**config.mk**
```make
export PLATFORM = sky130hd
export DESIGN_NAME = multi_channel_bridge_adc_reader_top
export DESIGN_NICKNAME = d
export VERILOG_FILES = /design/src/rtl/core/mcbar_pkg.sv /design/src/rtl/core/multi_channel_bridge_adc_reader_top.sv /design/src/rtl/core/mcbar_ctrl.sv /design/src/rtl/core/mcbar_dp.sv
export SDC_FILE = /design/constraint.sdc
export NUM_CORES = 1
export LEC_CHECK = 0
export ABC_CLOCK_PERIOD_IN_PS = 6050
export BUFFER_PORTS_ARGS = -buffer_cell sky130_fd_sc_hd__buf_2
export CAP_MARGIN = 40
export CORE_MARGIN = 2
export CORE_UTILIZATION = 65
export DETAILED_ROUTE_END_ITERATION = 10
export PLACE_DENSITY = 0.83
export SLEW_MARGIN = 20
export SYNTH_ARGS = -nofsm -noshare
export SYNTH_HDL_FRONTEND = slang
export SYNTH_SLANG_ARGS = --single-unit
export TNS_END_PERCENT = 50
```
**constraint.sdc**
```tcl
create_clock -name clk_i -period 6.05 [get_ports clk_i]
set_input_delay 0 -clock clk_i [delete_from_list [all_inputs] [get_ports clk_i]]
set_output_delay 0 -clock clk_i [all_outputs]
set_load 0.02 [all_outputs]
```
**src/rtl/core/mcbar_pkg.sv**
```systemverilog
package mcbar_pkg;

  localparam int NUM_CHANNELS_DEF = 4;
  localparam int DATA_BITS_DEF    = 24;
  localparam int GAIN_PULSES      = 3;

  localparam int CMD_W     = 2;
  localparam int LEVELS_W  = 8;
  localparam int CH_W      = 3;
  localparam int READING_W = 24;
  localparam int OUT_W     = 32;
  localparam int CFG_IDX_W = 2;
  localparam int CFG_DAT_W = 16;
  localparam int WAIT_W    = 16;
  localparam int HALF_W    = 8;
  localparam int RETRY_W   = 8;

  localparam logic [HALF_W-1:0]  HALF_PERIOD_RST  = 8'd1;
  localparam logic [WAIT_W-1:0]  RETRY_WAIT_RST   = 16'd1000;
  localparam logic [RETRY_W-1:0] RETRY_LIMIT_RST  = 8'd10;
  localparam logic [WAIT_W-1:0]  POWER_SETTLE_RST = 16'd60;

  typedef enum logic [CMD_W-1:0] {
    CMD_TICK       = 2'd0,
    CMD_START      = 2'd1,
    CMD_POWER_DOWN = 2'd2,
    CMD_POWER_UP   = 2'd3
  } command_e;

  typedef enum logic [CFG_IDX_W-1:0] {
    REG_HALF_PERIOD  = 2'd0,
    REG_RETRY_WAIT   = 2'd1,
    REG_RETRY_LIMIT  = 2'd2,
    REG_POWER_SETTLE = 2'd3
  } cfg_reg_e;

  typedef enum logic [2:0] {
    PH_IDLE   = 3'd0,
    PH_POLL   = 3'd1,
    PH_SHIFT  = 3'd2,
    PH_GAIN   = 3'd3,
    PH_SETTLE = 3'd4,
    PH_TOWAIT = 3'd5
  } phase_e;

  typedef enum logic [1:0] {
    OUT_NONE    = 2'd0,
    OUT_TIMEOUT = 2'd1,
    OUT_READ    = 2'd2
  } out_kind_e;

  typedef struct packed {
    logic load_half;
    logic load_retry;
    logic load_settle;
    logic clr_wait;
    logic dec_wait;
    logic inc_retry;
    logic clr_retry;
    logic inc_bits;
    logic clr_bits;
    logic clr_shift;
    logic shift_en;
    logic clk_set;
    logic clk_clr;
    logic emit_timeout;
    logic emit_read;
    logic busy_next;
  } ctrl_cmd_t;

  typedef struct packed {
    logic wait_zero;
    logic wait_le1;
    logic clk_high;
    logic lines_ready;
    logic retry_exhausted;
    logic shift_done;
    logic gain_done;
    logic settle_zero;
  } dp_stat_t;

endpackage

```
**src/rtl/core/multi_channel_bridge_adc_reader_top.sv**
```systemverilog
// A result is registered and offered on the output in the cycle after its input transfer.
// Throughput: one tick per cycle while results are taken; a finished read issues
// NUM_CHANNELS results from the output stage, which holds off input until the last
// of them is taken. Bit timing is set by the tick counter, not the clock.
// Reset (rst_ni low, asynchronous): idle, clock line low, counters cleared,
// configuration back to its defaults.
module multi_channel_bridge_adc_reader_top #(
  parameter int NUM_CHANNELS = mcbar_pkg::NUM_CHANNELS_DEF,
  parameter int DATA_BITS    = mcbar_pkg::DATA_BITS_DEF
) (
  input  logic                             clk_i,
  input  logic                             rst_ni,
  input  logic                             s_axis_tvalid,
  output logic                             s_axis_tready,
  // [7:0] dout_levels
  input  logic [mcbar_pkg::LEVELS_W-1:0]   s_axis_tdata,
  // [1:0] command
  input  logic [mcbar_pkg::CMD_W-1:0]      s_axis_tuser,
  output logic                             m_axis_tvalid,
  input  logic                             m_axis_tready,
  // [0] sck_level, [1] busy_res, [2] valid_res, [3] timed_out, [6:4] channel,
  // [30:7] reading, [31] zero
  output logic [mcbar_pkg::OUT_W-1:0]      m_axis_tdata,
  output logic                             m_axis_tlast,
  input  logic                             cfg_valid_i,
  output logic                             cfg_ready_o,
  input  logic [mcbar_pkg::CFG_IDX_W-1:0]  cfg_index_i,
  input  logic [mcbar_pkg::CFG_DAT_W-1:0]  cfg_data_i
);
  import mcbar_pkg::*;

  ctrl_cmd_t cmd;
  dp_stat_t  stat;
  logic      step;

  mcbar_ctrl u_ctrl (
    .clk_i     (clk_i),
    .rst_ni    (rst_ni),
    .step_i    (step),
    .command_i (s_axis_tuser),
    .stat_i    (stat),
    .cmd_o     (cmd)
  );

  mcbar_dp #(
    .NUM_CHANNELS (NUM_CHANNELS),
    .DATA_BITS    (DATA_BITS)
  ) u_dp (
    .clk_i       (clk_i),
    .rst_ni      (rst_ni),
    .s_valid_i   (s_axis_tvalid),
    .s_ready_o   (s_axis_tready),
    .step_o      (step),
    .dout_i      (s_axis_tdata),
    .cmd_i       (cmd),
    .stat_o      (stat),
    .cfg_valid_i (cfg_valid_i),
    .cfg_ready_o (cfg_ready_o),
    .cfg_index_i (cfg_index_i),
    .cfg_data_i  (cfg_data_i),
    .m_valid_o   (m_axis_tvalid),
    .m_ready_i   (m_axis_tready),
    .m_data_o    (m_axis_tdata),
    .m_last_o    (m_axis_tlast)
  );

endmodule

```
**src/rtl/core/mcbar_ctrl.sv**
```systemverilog
module mcbar_ctrl (
  input  logic                         clk_i,
  input  logic                         rst_ni,
  input  logic                         step_i,
  input  logic [mcbar_pkg::CMD_W-1:0]  command_i,
  input  mcbar_pkg::dp_stat_t          stat_i,
  output mcbar_pkg::ctrl_cmd_t         cmd_o
);
  import mcbar_pkg::*;

  phase_e phase_q, phase_d;
  command_e command;

  assign command = command_e'(command_i);

  always_ff @(posedge clk_i or negedge rst_ni) begin
    if (!rst_ni) begin
      phase_q <= PH_IDLE;
    end else if (step_i) begin
      phase_q <= phase_d;
    end
  end

  // next phase
  always_comb begin
    phase_d = phase_q;
    unique case (phase_q)
      PH_IDLE: begin
        unique case (command)
          CMD_START: begin
            if (stat_i.lines_ready) phase_d = PH_SHIFT;
            else if (stat_i.retry_exhausted) phase_d = PH_TOWAIT;
            else phase_d = PH_POLL;
          end
          CMD_POWER_DOWN, CMD_POWER_UP: begin
            phase_d = stat_i.settle_zero ? PH_IDLE : PH_SETTLE;
          end
          default: phase_d = PH_IDLE;
        endcase
      end
      PH_POLL: begin
        if (stat_i.wait_zero) begin
          if (stat_i.lines_ready) phase_d = PH_SHIFT;
          else if (stat_i.retry_exhausted) phase_d = PH_TOWAIT;
          else phase_d = PH_POLL;
        end
      end
      PH_TOWAIT: begin
        if (stat_i.wait_zero) phase_d = PH_IDLE;
      end
      PH_SHIFT: begin
        if (stat_i.wait_zero && stat_i.clk_high && stat_i.shift_done) phase_d = PH_GAIN;
      end
      PH_GAIN: begin
        if (stat_i.wait_zero && stat_i.clk_high && stat_i.gain_done) phase_d = PH_IDLE;
      end
      PH_SETTLE: begin
        if (stat_i.wait_le1) phase_d = PH_IDLE;
      end
      default: phase_d = PH_IDLE;
    endcase
  end

  // datapath commands
  always_comb begin
    cmd_o = '0;
    cmd_o.busy_next = (phase_d != PH_IDLE);
    unique case (phase_q)
      PH_IDLE: begin
        unique case (command)
          CMD_START: begin
            cmd_o.clr_shift = 1'b1;
            cmd_o.clr_bits  = 1'b1;
            if (stat_i.lines_ready) begin
              cmd_o.clk_clr   = 1'b1;
              cmd_o.load_half = 1'b1;
            end else begin
              cmd_o.load_retry = 1'b1;
              cmd_o.inc_retry  = !stat_i.retry_exhausted;
            end
          end
          CMD_POWER_DOWN: begin
            cmd_o.clk_set     = 1'b1;
            cmd_o.load_settle = 1'b1;
          end
          CMD_POWER_UP: begin
            cmd_o.clk_clr     = 1'b1;
            cmd_o.load_settle = 1'b1;
          end
          default: ;
        endcase
      end
      PH_POLL: begin
        if (!stat_i.wait_zero) begin
          cmd_o.dec_wait = 1'b1;
        end else if (stat_i.lines_ready) begin
          cmd_o.clk_clr   = 1'b1;
          cmd_o.load_half = 1'b1;
          cmd_o.clr_bits  = 1'b1;
        end else begin
          cmd_o.load_retry = 1'b1;
          cmd_o.inc_retry  = !stat_i.retry_exhausted;
        end
      end
      PH_TOWAIT: begin
        if (!stat_i.wait_zero) begin
          cmd_o.dec_wait = 1'b1;
        end else begin
          cmd_o.clr_retry    = 1'b1;
          cmd_o.emit_timeout = 1'b1;
        end
      end
      PH_SHIFT, PH_GAIN: begin
        if (!stat_i.wait_zero) begin
          cmd_o.dec_wait = 1'b1;
        end else if (!stat_i.clk_high) begin
          cmd_o.clk_set   = 1'b1;
          cmd_o.load_half = 1'b1;
        end else begin
          cmd_o.clk_clr   = 1'b1;
          cmd_o.load_half = 1'b1;
          cmd_o.inc_bits  = 1'b1;
          if (phase_q == PH_SHIFT) begin
            cmd_o.shift_en = 1'b1;
            cmd_o.clr_bits = stat_i.shift_done;
          end else if (stat_i.gain_done) begin
            // drop the reloaded half period: the read is finished
            cmd_o.load_half = 1'b0;
            cmd_o.clr_wait  = 1'b1;
            cmd_o.clr_bits  = 1'b1;
            cmd_o.clr_retry = 1'b1;
            cmd_o.emit_read = 1'b1;
          end
        end
      end
      PH_SETTLE: begin
        cmd_o.dec_wait = !stat_i.wait_zero;
      end
      default: ;
    endcase
  end

endmodule

```
**src/rtl/core/mcbar_dp.sv**
```systemverilog
module mcbar_dp #(
  parameter int NUM_CHANNELS = mcbar_pkg::NUM_CHANNELS_DEF,
  parameter int DATA_BITS    = mcbar_pkg::DATA_BITS_DEF
) (
  input  logic                             clk_i,
  input  logic                             rst_ni,
  input  logic                             s_valid_i,
  output logic                             s_ready_o,
  output logic                             step_o,
  input  logic [mcbar_pkg::LEVELS_W-1:0]   dout_i,
  input  mcbar_pkg::ctrl_cmd_t             cmd_i,
  output mcbar_pkg::dp_stat_t              stat_o,
  input  logic                             cfg_valid_i,
  output logic                             cfg_ready_o,
  input  logic [mcbar_pkg::CFG_IDX_W-1:0]  cfg_index_i,
  input  logic [mcbar_pkg::CFG_DAT_W-1:0]  cfg_data_i,
  output logic                             m_valid_o,
  input  logic                             m_ready_i,
  output logic [mcbar_pkg::OUT_W-1:0]      m_data_o,
  output logic                             m_last_o
);
  import mcbar_pkg::*;

  localparam int BCW = $clog2(DATA_BITS + 1);
  localparam int CHW = (NUM_CHANNELS > 1) ? $clog2(NUM_CHANNELS) : 1;

  logic [HALF_W-1:0]    half_q;
  logic [WAIT_W-1:0]    retry_wait_q;
  logic [RETRY_W-1:0]   retry_limit_q;
  logic [WAIT_W-1:0]    settle_q;

  logic [WAIT_W-1:0]    wait_q, wait_d;
  logic [BCW-1:0]       bits_q, bits_d;
  logic [BCW:0]         bits_inc;
  logic [RETRY_W-1:0]   retry_q, retry_d;
  logic                 clk_q, clk_d;
  logic [READING_W-1:0] sw_q [NUM_CHANNELS];

  logic                 pend_q, pend_d;
  logic [CHW-1:0]       idx_q, idx_d;
  out_kind_e            kind_q, kind_d;
  logic                 sck_q, busy_q;
  logic                 out_xfer, step;
  logic [CH_W-1:0]      ch_out;
  logic [READING_W-1:0] rd_out;
  cfg_reg_e             cfg_reg;

  assign cfg_ready_o = 1'b1;
  assign cfg_reg     = cfg_reg_e'(cfg_index_i);

  always_ff @(posedge clk_i or negedge rst_ni) begin
    if (!rst_ni) begin
      half_q        <= HALF_PERIOD_RST;
      retry_wait_q  <= RETRY_WAIT_RST;
      retry_limit_q <= RETRY_LIMIT_RST;
      settle_q      <= POWER_SETTLE_RST;
    end else if (cfg_valid_i) begin
      unique case (cfg_reg)
        REG_HALF_PERIOD:  half_q        <= cfg_data_i[HALF_W-1:0];
        REG_RETRY_WAIT:   retry_wait_q  <= cfg_data_i[WAIT_W-1:0];
        REG_RETRY_LIMIT:  retry_limit_q <= cfg_data_i[RETRY_W-1:0];
        REG_POWER_SETTLE: settle_q      <= cfg_data_i[WAIT_W-1:0];
        default: ;
      endcase
    end
  end

  assign bits_inc = {1'b0, bits_q} + 1'b1;

  assign stat_o.wait_zero       = (wait_q == '0);
  assign stat_o.wait_le1        = (wait_q[WAIT_W-1:1] == '0);
  assign stat_o.clk_high        = clk_q;
  assign stat_o.lines_ready     = (dout_i[NUM_CHANNELS-1:0] == '0);
  assign stat_o.retry_exhausted = (retry_q >= retry_limit_q);
  assign stat_o.shift_done      = (bits_inc >= (BCW+1)'(DATA_BITS));
  assign stat_o.gain_done       = (bits_inc >= (BCW+1)'(GAIN_PULSES));
  assign stat_o.settle_zero     = (settle_q == '0);

  always_comb begin
    wait_d = wait_q;
    if (cmd_i.load_half)        wait_d = {{(WAIT_W-HALF_W){1'b0}}, half_q};
    else if (cmd_i.load_retry)  wait_d = retry_wait_q;
    else if (cmd_i.load_settle) wait_d = settle_q;
    else if (cmd_i.clr_wait)    wait_d = '0;
    else if (cmd_i.dec_wait)    wait_d = wait_q - 1'b1;

    bits_d = bits_q;
    if (cmd_i.clr_bits)      bits_d = '0;
    else if (cmd_i.inc_bits) bits_d = bits_inc[BCW-1:0];

    retry_d = retry_q;
    if (cmd_i.clr_retry)      retry_d = '0;
    else if (cmd_i.inc_retry) retry_d = retry_q + 1'b1;

    clk_d = clk_q;
    if (cmd_i.clk_set)      clk_d = 1'b1;
    else if (cmd_i.clk_clr) clk_d = 1'b0;
  end

  // output stage: one result per tick, or one per channel on a finished read
  assign m_last_o = (kind_q != OUT_READ) || (idx_q == CHW'(NUM_CHANNELS - 1));
  assign out_xfer = pend_q && m_ready_i;
  assign s_ready_o = !pend_q || (m_ready_i && m_last_o);
  assign step      = s_valid_i && s_ready_o;
  assign step_o    = step;

  always_comb begin
    pend_d = pend_q;
    idx_d  = idx_q;
    kind_d = kind_q;
    if (out_xfer) begin
      if (m_last_o) pend_d = 1'b0;
      else          idx_d  = idx_q + 1'b1;
    end
    if (step) begin
      pend_d = 1'b1;
      idx_d  = '0;
      if (cmd_i.emit_read)         kind_d = OUT_READ;
      else if (cmd_i.emit_timeout) kind_d = OUT_TIMEOUT;
      else                         kind_d = OUT_NONE;
    end
  end

  always_ff @(posedge clk_i or negedge rst_ni) begin
    if (!rst_ni) begin
      wait_q  <= '0;
      bits_q  <= '0;
      retry_q <= '0;
      clk_q   <= 1'b0;
      sck_q   <= 1'b0;
      busy_q  <= 1'b0;
    end else if (step) begin
      wait_q  <= wait_d;
      bits_q  <= bits_d;
      retry_q <= retry_d;
      clk_q   <= clk_d;
      sck_q   <= clk_d;
      busy_q  <= cmd_i.busy_next;
    end
  end

  always_ff @(posedge clk_i or negedge rst_ni) begin
    if (!rst_ni) begin
      pend_q <= 1'b0;
      idx_q  <= '0;
      kind_q <= OUT_NONE;
    end else begin
      pend_q <= pend_d;
      idx_q  <= idx_d;
      kind_q <= kind_d;
    end
  end

  for (genvar j = 0; j < NUM_CHANNELS; j++) begin : g_shift
    always_ff @(posedge clk_i or negedge rst_ni) begin
      if (!rst_ni) begin
        sw_q[j] <= '0;
      end else if (step && cmd_i.clr_shift) begin
        sw_q[j] <= '0;
      end else if (step && cmd_i.shift_en) begin
        sw_q[j] <= {sw_q[j][READING_W-2:0], dout_i[j]};
      end
    end
  end

  assign ch_out = (kind_q == OUT_READ) ? CH_W'(idx_q) : '0;
  assign rd_out = (kind_q == OUT_READ) ? sw_q[idx_q] : '0;

  assign m_valid_o = pend_q;
  assign m_data_o  = {1'b0, rd_out, ch_out, (kind_q == OUT_TIMEOUT),
                      (kind_q != OUT_NONE), busy_q, sck_q};

  a_read_idx_range: assert property (@(posedge clk_i) disable iff (!rst_ni)
    (pend_q && kind_q == OUT_READ) |-> (idx_q <= CHW'(NUM_CHANNELS - 1)))
    else $error("result channel index past last channel");

  a_no_dec_at_zero: assert property (@(posedge clk_i) disable iff (!rst_ni)
    (step && cmd_i.dec_wait) |-> (wait_q != '0))
    else $error("wait counter decremented at zero");

  a_dec_by_one: assert property (@(posedge clk_i) disable iff (!rst_ni)
    (step && cmd_i.dec_wait) |=> (wait_q == $past(wait_q) - 1'b1))
    else $error("wait counter did not step down by one");

  a_single_emit: assert property (@(posedge clk_i) disable iff (!rst_ni)
    step |-> !(cmd_i.emit_read && cmd_i.emit_timeout))
    else $error("read and timeout results issued on one tick");

  a_done_not_busy: assert property (@(posedge clk_i) disable iff (!rst_ni)
    (step && cmd_i.emit_read) |=> !busy_q)
    else $error("finished read reported as busy");

endmodule
```
==> flow_summary.ini, run 1 <==
[place]
gp_congestion = 0.866
io_buffers = 61
dp_cells = 1130
pre_cts_ws_ns = 2.62
hpwl_mm = 14.3

[die]
pin_count = 69
rows = 44
floorplan.initialDensity_pct = 66.6
die_w_um = 126
dieArea_mm2 = 0.0159
die_h_um = 126
core_area_mm2 = 0.0146

[power_and_ir_drop]
total_power_mw = 4.30
p_per_area_mw_per_mm2 = 391
pwr-share-seq_pct = 49.1
p_sw_mw = 1.50
p_int_mw = 2.80
peakVddDrop_v = 0.000270
combPwrFrac_pct = 26.9
p_leak_nw = 4.64
p_clk_share_pct = 24.0
sw_frac_of_total_pct = 34.8

[timing]
min_period_ns = 3.15
slew_viol_final = 0
finalSetupViolations = 0
final.setup.worst_slack_ns = 2.90
relSlewSlack_pct = 48.2
post-route-period-util_pct = 52.1
tns_ns = 0
maxClockFrequency_mhz = 318
hold_viol_final = 0
worstMarginPinSlew_ns = 0.772
rsz0062_at_grt = false
fin_skew_ns = 0.0170

[critical_path]
worstPathRequired_ns = 6.34
worstPathArrival_ns = 3.44
critPathLaunchType = flop
reg2reg_from = u_dp.idx_q[0]$_DFFE_PN0P_
crit_start = u_dp.idx_q[0]$_DFFE_PN0P_
cp_max_fo = 44
criticalPathCategory = reg2reg
endpoint_kind = flop

[finish]
finish.utilization_pct = 75.4
nFillCells = 922
final_cell_mix = dfrtp_1 (169), inv_1 (117), o21ai_0 (115)
stdcell_count = 1187
final_common_cell = dfrtp_1
drive_gt1_share_pct = 23.5
num_antenna_cells = 0
area_growth_pct = 13.3
fin_nets = 1037

[routing]
vias = 7671
via_per_inst = 6.46
drc = 0
ant_nets = 0
drt_iter0_markers = 884
wl_per_cell_um = 19.2
drt-total-wl_mm = 22.7
first_pass_iters = 8

[synthesis]
yosysUniqueCellTypes = 70
synth_flop_cell = dfrtp_1
syn-cell-area_mm2 = 0.00971
yosysSeqAreaShare_pct = 47.3
ys_async_sr_fraction_pct = 100
synth_edf_count = 0
synth_seq_cells = 183
postSynthCellCount = 936
avgSynthCellArea_um2 = 10.4
synth_top_area_share_pct = 43.8
synth.area.top_cells = dfrtp_1 (44%), nand4_1 (6.9%), o21ai_0 (5.9%)
yosys_warnings = 0
yosys.area.top_type = dfrtp_1

[clock_network]
cts.sinks = 183
cts-resized-gates = 0
ctsRootBufferMaster = clkbuf_16
h-tree-depth = 4
clk_latency_ns = 0.43
path_clk_slew_ns = 0.07
clockBufferDepth = 2
cts_tree = yes
numCtsBuffers = 17

[grt]
grtUsageTotal_pct = 29.4
grt_max_degree = 85
grt-ovfl-total = 0
grt_pass1_wl_mm = 38.3
grt_pass1_vias = 7575
antenna_found_initial = 0

[hold_path]
worstHoldStart = m_axis_tready
hold_path_class = in2reg

[outcome]
status = finished clean

[job]
maxCapViolCount = 0
==> per-stage QoR <==
step	instance area, µm²	hold WS [ns]
2_1_floorplan	9710	-0.296
3_3_place_gp	10000	0.0266
3_5_place_dp	10200	0.0278
4_1_cts	10900	0.00393
5_1_grt	11000	0.0648
6_report	11000	0.0139
==> critical path, stage by stage (launching register included) <==
cell,delay [ns]
dfrtp_2,0.69
ha_1,0.23
nor3b_1,0.09
o21ai_1,0.36
and2_4,0.39
o21a_2,0.52
buf_12,0.27
buf_4,0.29
o21ai_0,0.15
==> final cells by class <==
type | count | area (µm²) | area share (%)
clock buffers | 22 | 474 | 4.31
clock inverters | 10 | 70.1 | 0.637
inverters | 117 | 439 | 3.99
multi-input cells | 567 | 4360 | 39.7
flip-flops and latches | 183 | 4600 | 41.8
well taps | 184 | 230 | 2.09
repair buffers | 104 | 825 | 7.50
==> Yosys cell counts, drive strengths merged (5+ instances only) <==
cell     number
a21o          5
a21oi        10
a221oi        8
a22oi         8
a31oi         5
and2          6
and3          5
buf          31
clkbuf       39
dfrtp       170
dfstp        13
ha           14
inv         117
mux2         49
mux4         24
nand2        27
nand2b        5
nand3        16
nand4       108
nor2         19
nor2b        28
nor3          7
nor3b         6
nor4         12
o211ai        9
o21ai       119
o221a         8
o2bb2ai       8
xnor2        10
xor2          8
==> registers in the layout (all words and copies together) (netlist names), 2 cells and up <==
register	count
u_dp.settle_q	16
u_dp.retry_q	8
u_dp.retry_limit_q	8
u_dp.half_q	8
u_dp.idx_q	2
u_dp.kind_q	2
u_ctrl.phase_q	3
u_dp.wait_q	16
u_dp.sw_q	96
u_dp.bits_q	5
u_dp.retry_wait_q	16
==> kinds of logic after synthesis <==
kind of cell / synth area share, %
flops: 47.3
simple gates: 15.7
mux: 11.4
other cells: 0.0773
buf+inv: 7.87
compound gates: 14.2
xor+xnor: 1.62
fa+ha+maj: 1.80
==> routing by layer <==
layer / vias up / global-route usage, % / wire length [µm]
li1: 3499 / - / -
met1: 3848 / 43.1 / 10100
met2: 301 / 46.4 / 11000
met3: 23 / 5.23 / 1360
met4: 0 / 7.30 / 263
met5: - / 0 / 0
==> repair_timing <==
item                      4_1_cts  5_1_grt
setup buffers                   0        0
hold buffers                   22        0
hold endpoints to repair      116        0
==> power groups by stage <==
stage	clock network, mW	registers [mW]	logic [mW]
finish	1.03	2.11	1.16
CTS	1.04	2.10	1.15
detailed placement	0	2.11	1.12
floorplan	0	1.96	0.919
global placement	0	2.09	1.04
global route	1.10	2.17	1.29
==> worst paths after layout <==
check                           slack [ns]  cells after the start                                 to
worst min-delay path                  0.01                      3          u_dp.idx_q[0]$_DFFE_PN0P_
worst max register to register        2.90                      8          u_dp.sw_q[29]$_DFFE_PN0P_
max in group asynchronous             4.81                      3          u_dp.sw_q[69]$_DFFE_PN0P_
worst max-delay path                  2.90                      8          u_dp.sw_q[29]$_DFFE_PN0P_
worst min register to register        0.50                      1  u_dp.retry_wait_q[12]$_DFFE_PN0P_
min in group asynchronous             0.13                      2        u_dp.retry_q[4]$_DFFE_PN0P_
Power figures use the tool's default switching activity.
==> run 2: changes to the inputs <==
--- a/config.mk
+++ b/config.mk
@@ -5,13 +5,13 @@
 export SDC_FILE = /design/constraint.sdc
 export NUM_CORES = 1
 export LEC_CHECK = 0
-export ABC_CLOCK_PERIOD_IN_PS = 6050
+export ABC_CLOCK_PERIOD_IN_PS = 3250
 export BUFFER_PORTS_ARGS = -buffer_cell sky130_fd_sc_hd__buf_2
 export CAP_MARGIN = 40
 export CORE_MARGIN = 2
-export CORE_UTILIZATION = 65
+export CORE_UTILIZATION = 61
 export DETAILED_ROUTE_END_ITERATION = 10
-export PLACE_DENSITY = 0.83
+export PLACE_DENSITY = 0.78
 export SLEW_MARGIN = 20
 export SYNTH_ARGS = -nofsm -noshare
 export SYNTH_HDL_FRONTEND = slang
==> constraint.sdc (replaced) <==
create_clock -name clk_i -period 3.25 [get_ports clk_i]
set_input_delay 0 -clock clk_i [delete_from_list [all_inputs] [get_ports clk_i]]
set_output_delay 0 -clock clk_i [all_outputs]
set_load 0.02 [all_outputs]
==> flow_summary.ini, run 2 (same netlist as run 1, synthesis figures left out) <==
[place]
io_buffers = 61
gp_congestion = 0.918
placed_area_mm2 = 0.0102
hpwl_mm = 13.9
pre_cts_ws_ns = 0.517

[power_and_ir_drop]
p_leak_nw = 4.65
pwr-share-seq_pct = 48.2
combPwrFrac_pct = 26.0
p_int_mw = 5.37
p_per_area_mw_per_mm2 = 736
peakVddDrop_v = 0.000485
sw_frac_of_total_pct = 34.0
p_clk_share_pct = 25.8
p_sw_mw = 2.77

[timing]
tns_ns = 0
rsz0062_at_grt = false
worstMarginPinSlew_ns = 0.718
finalSetupViolations = 0
hold_viol_final = 0
slew_viol_final = 0
relSlewSlack_pct = 51.8
min_period_ns = 2.80
fin_skew_ns = 0.00806
final.setup.worst_slack_ns = 0.447
post-route-period-util_pct = 86.3
maxClockFrequency_mhz = 357

[grt]
grtUsageTotal_pct = 28.0
antenna_found_initial = 0
grt_pass1_vias = 7506
grt_max_degree = 108
grt_pass1_wl_mm = 37.5
grt-ovfl-total = 0

[critical_path]
worstPathArrival_ns = 3.12
reg2reg_slack_ns = 0.45
criticalPathCategory = reg2reg
rr_worst_depth = 6
critPathLaunchType = flop
endpoint_kind = flop
worstPathRequired_ns = 3.56
timing.rr.end = u_dp.wait_q[6]$_DFFE_PN0P_
reg2reg_from = u_dp.wait_q[7]$_DFFE_PN0P_
cp_max_fo = 16

[clock_network]
cts.sinks = 183
ctsRootBufferMaster = clkbuf_16
numCtsBuffers = 17
cts_tree = yes
clockBufferDepth = 2
clk_latency_ns = 0.43
h-tree-depth = 4
path_clk_slew_ns = 0.06

[job]
maxCapViolCount = 0

[routing]
drt_iter0_markers = 676
ant_nets = 0
drc = 0
drt-total-wl_mm = 22.7
via_per_inst = 6.25
vias = 7622
first_pass_iters = 5
wl_per_cell_um = 18.7

[die]
die_h_um = 130
pin_count = 69
dieArea_mm2 = 0.0169
rows = 46
floorplan.initialDensity_pct = 61.8
die_w_um = 130
core_area_mm2 = 0.0157

[finish]
final_common_cell = dfrtp_1
fin_nets = 1037
postLayoutCellArea_mm2 = 0.0111
final_cell_mix = dfrtp_1 (169), inv_1 (117), o21ai_0 (115)
area_growth_pct = 13.9
drive_gt1_share_pct = 23.6
largest_register = u_dp.sw_q
largest_reg_flops = 96
num_antenna_cells = 0

[hold_path]
hold-path-endpoint = u_dp.idx_q[0]$_DFFE_PN0P_
holdPathStages = 3
hold_path_class = in2reg
worstHoldStart = m_axis_tready

[outcome]
status = finished clean
run 2: cell type report:
| cell class | count | area, µm² |
|---|---|---|
| clock inverter | 11 | 123 |
| timing repair buffer | 104 | 790 |
| sequential | 183 | 4600 |
| inverter | 117 | 439 |
| tap | 216 | 270 |
| fill | 1132 | 4650 |
| multi-input combinational | 567 | 4360 |
| clock buffer | 21 | 480 |
run 2: power groups by stage:
| stage | registers (mW) | clock network, mW | logic (mW) |
|---|---|---|---|
| final | 3.93 | 2.10 | 2.12 |
| after global routing | 4.03 | 2.22 | 2.36 |
| after CTS | 3.90 | 2.12 | 2.11 |
| after detailed placement | 3.92 | 0 | 2.06 |
| after global placement | 3.89 | 0 | 1.97 |
| after floorplan | 3.64 | 0 | 1.71 |
run 2: what timing repair did:
item                                    CTS  global route
resized for setup                         0             0
buffers inserted                          0             0
hold endpoints to repair                128             5
endpoints found under the setup margin    0             0
hold buffers                             22             1
run 2: critical path, cell delays in order, from the launching register on:
cell and delay, ns:
dfrtp_1 0.47, nor4_4 0.42, nand2_1 0.26, or4_4 0.65, a31oi_4 0.44, o311ai_0 0.26, o221a_2 0.18
run 2: how the worst max path moves through the flow:
| stage | from | to | slack [ns] | depth (start not counted) |
|---|---|---|---|---|
| after global routing | u_dp.wait_q[7]$_DFFE_PN0P_ | u_dp.wait_q[6]$_DFFE_PN0P_ | 0.30 | 6 |
| after detailed placement | u_dp.wait_q[7]$_DFFE_PN0P_ | u_dp.wait_q[6]$_DFFE_PN0P_ | 0.52 | 6 |
| after global placement | u_dp.wait_q[7]$_DFFE_PN0P_ | u_dp.wait_q[5]$_DFFE_PN0P_ | 0.55 | 6 |
| final | u_dp.wait_q[7]$_DFFE_PN0P_ | u_dp.wait_q[6]$_DFFE_PN0P_ | 0.45 | 6 |
| after floorplan | u_dp.idx_q[0]$_DFFE_PN0P_ | u_dp.sw_q[51]$_DFFE_PN0P_ | 0.92 | 9 |
| after CTS | u_dp.wait_q[7]$_DFFE_PN0P_ | u_dp.wait_q[1]$_DFFE_PN0P_ | 0.52 | 6 |
run 2: through the flow:
step / power, mW / hold slack, ns / utilization, % / instances
detailed placement: 5.98 / 0.128 / 64.8 / 1161
floorplan: 5.35 / -0.296 / - / 937
global placement: 5.86 / 0.128 / 64.7 / 1160
global route: 8.61 / 0.0185 / 70.4 / 1219
finish: 8.15 / 0.0130 / 70.4 / 1219
CTS: 8.13 / 0.00104 / 70.0 / 1215
run 2: metal layers:
| layer | track usage [%] | up-vias | part of all wire [%] |
|---|---|---|---|
| li1 | - | 3514 | - |
| met1 | 39.1 | 3824 | 43 |
| met2 | 45.2 | 261 | 50 |
| met3 | 5.58 | 23 | 5.8 |
| met4 | 7.78 | 0 | 0.97 |
| met5 | 0 | - | 0 |
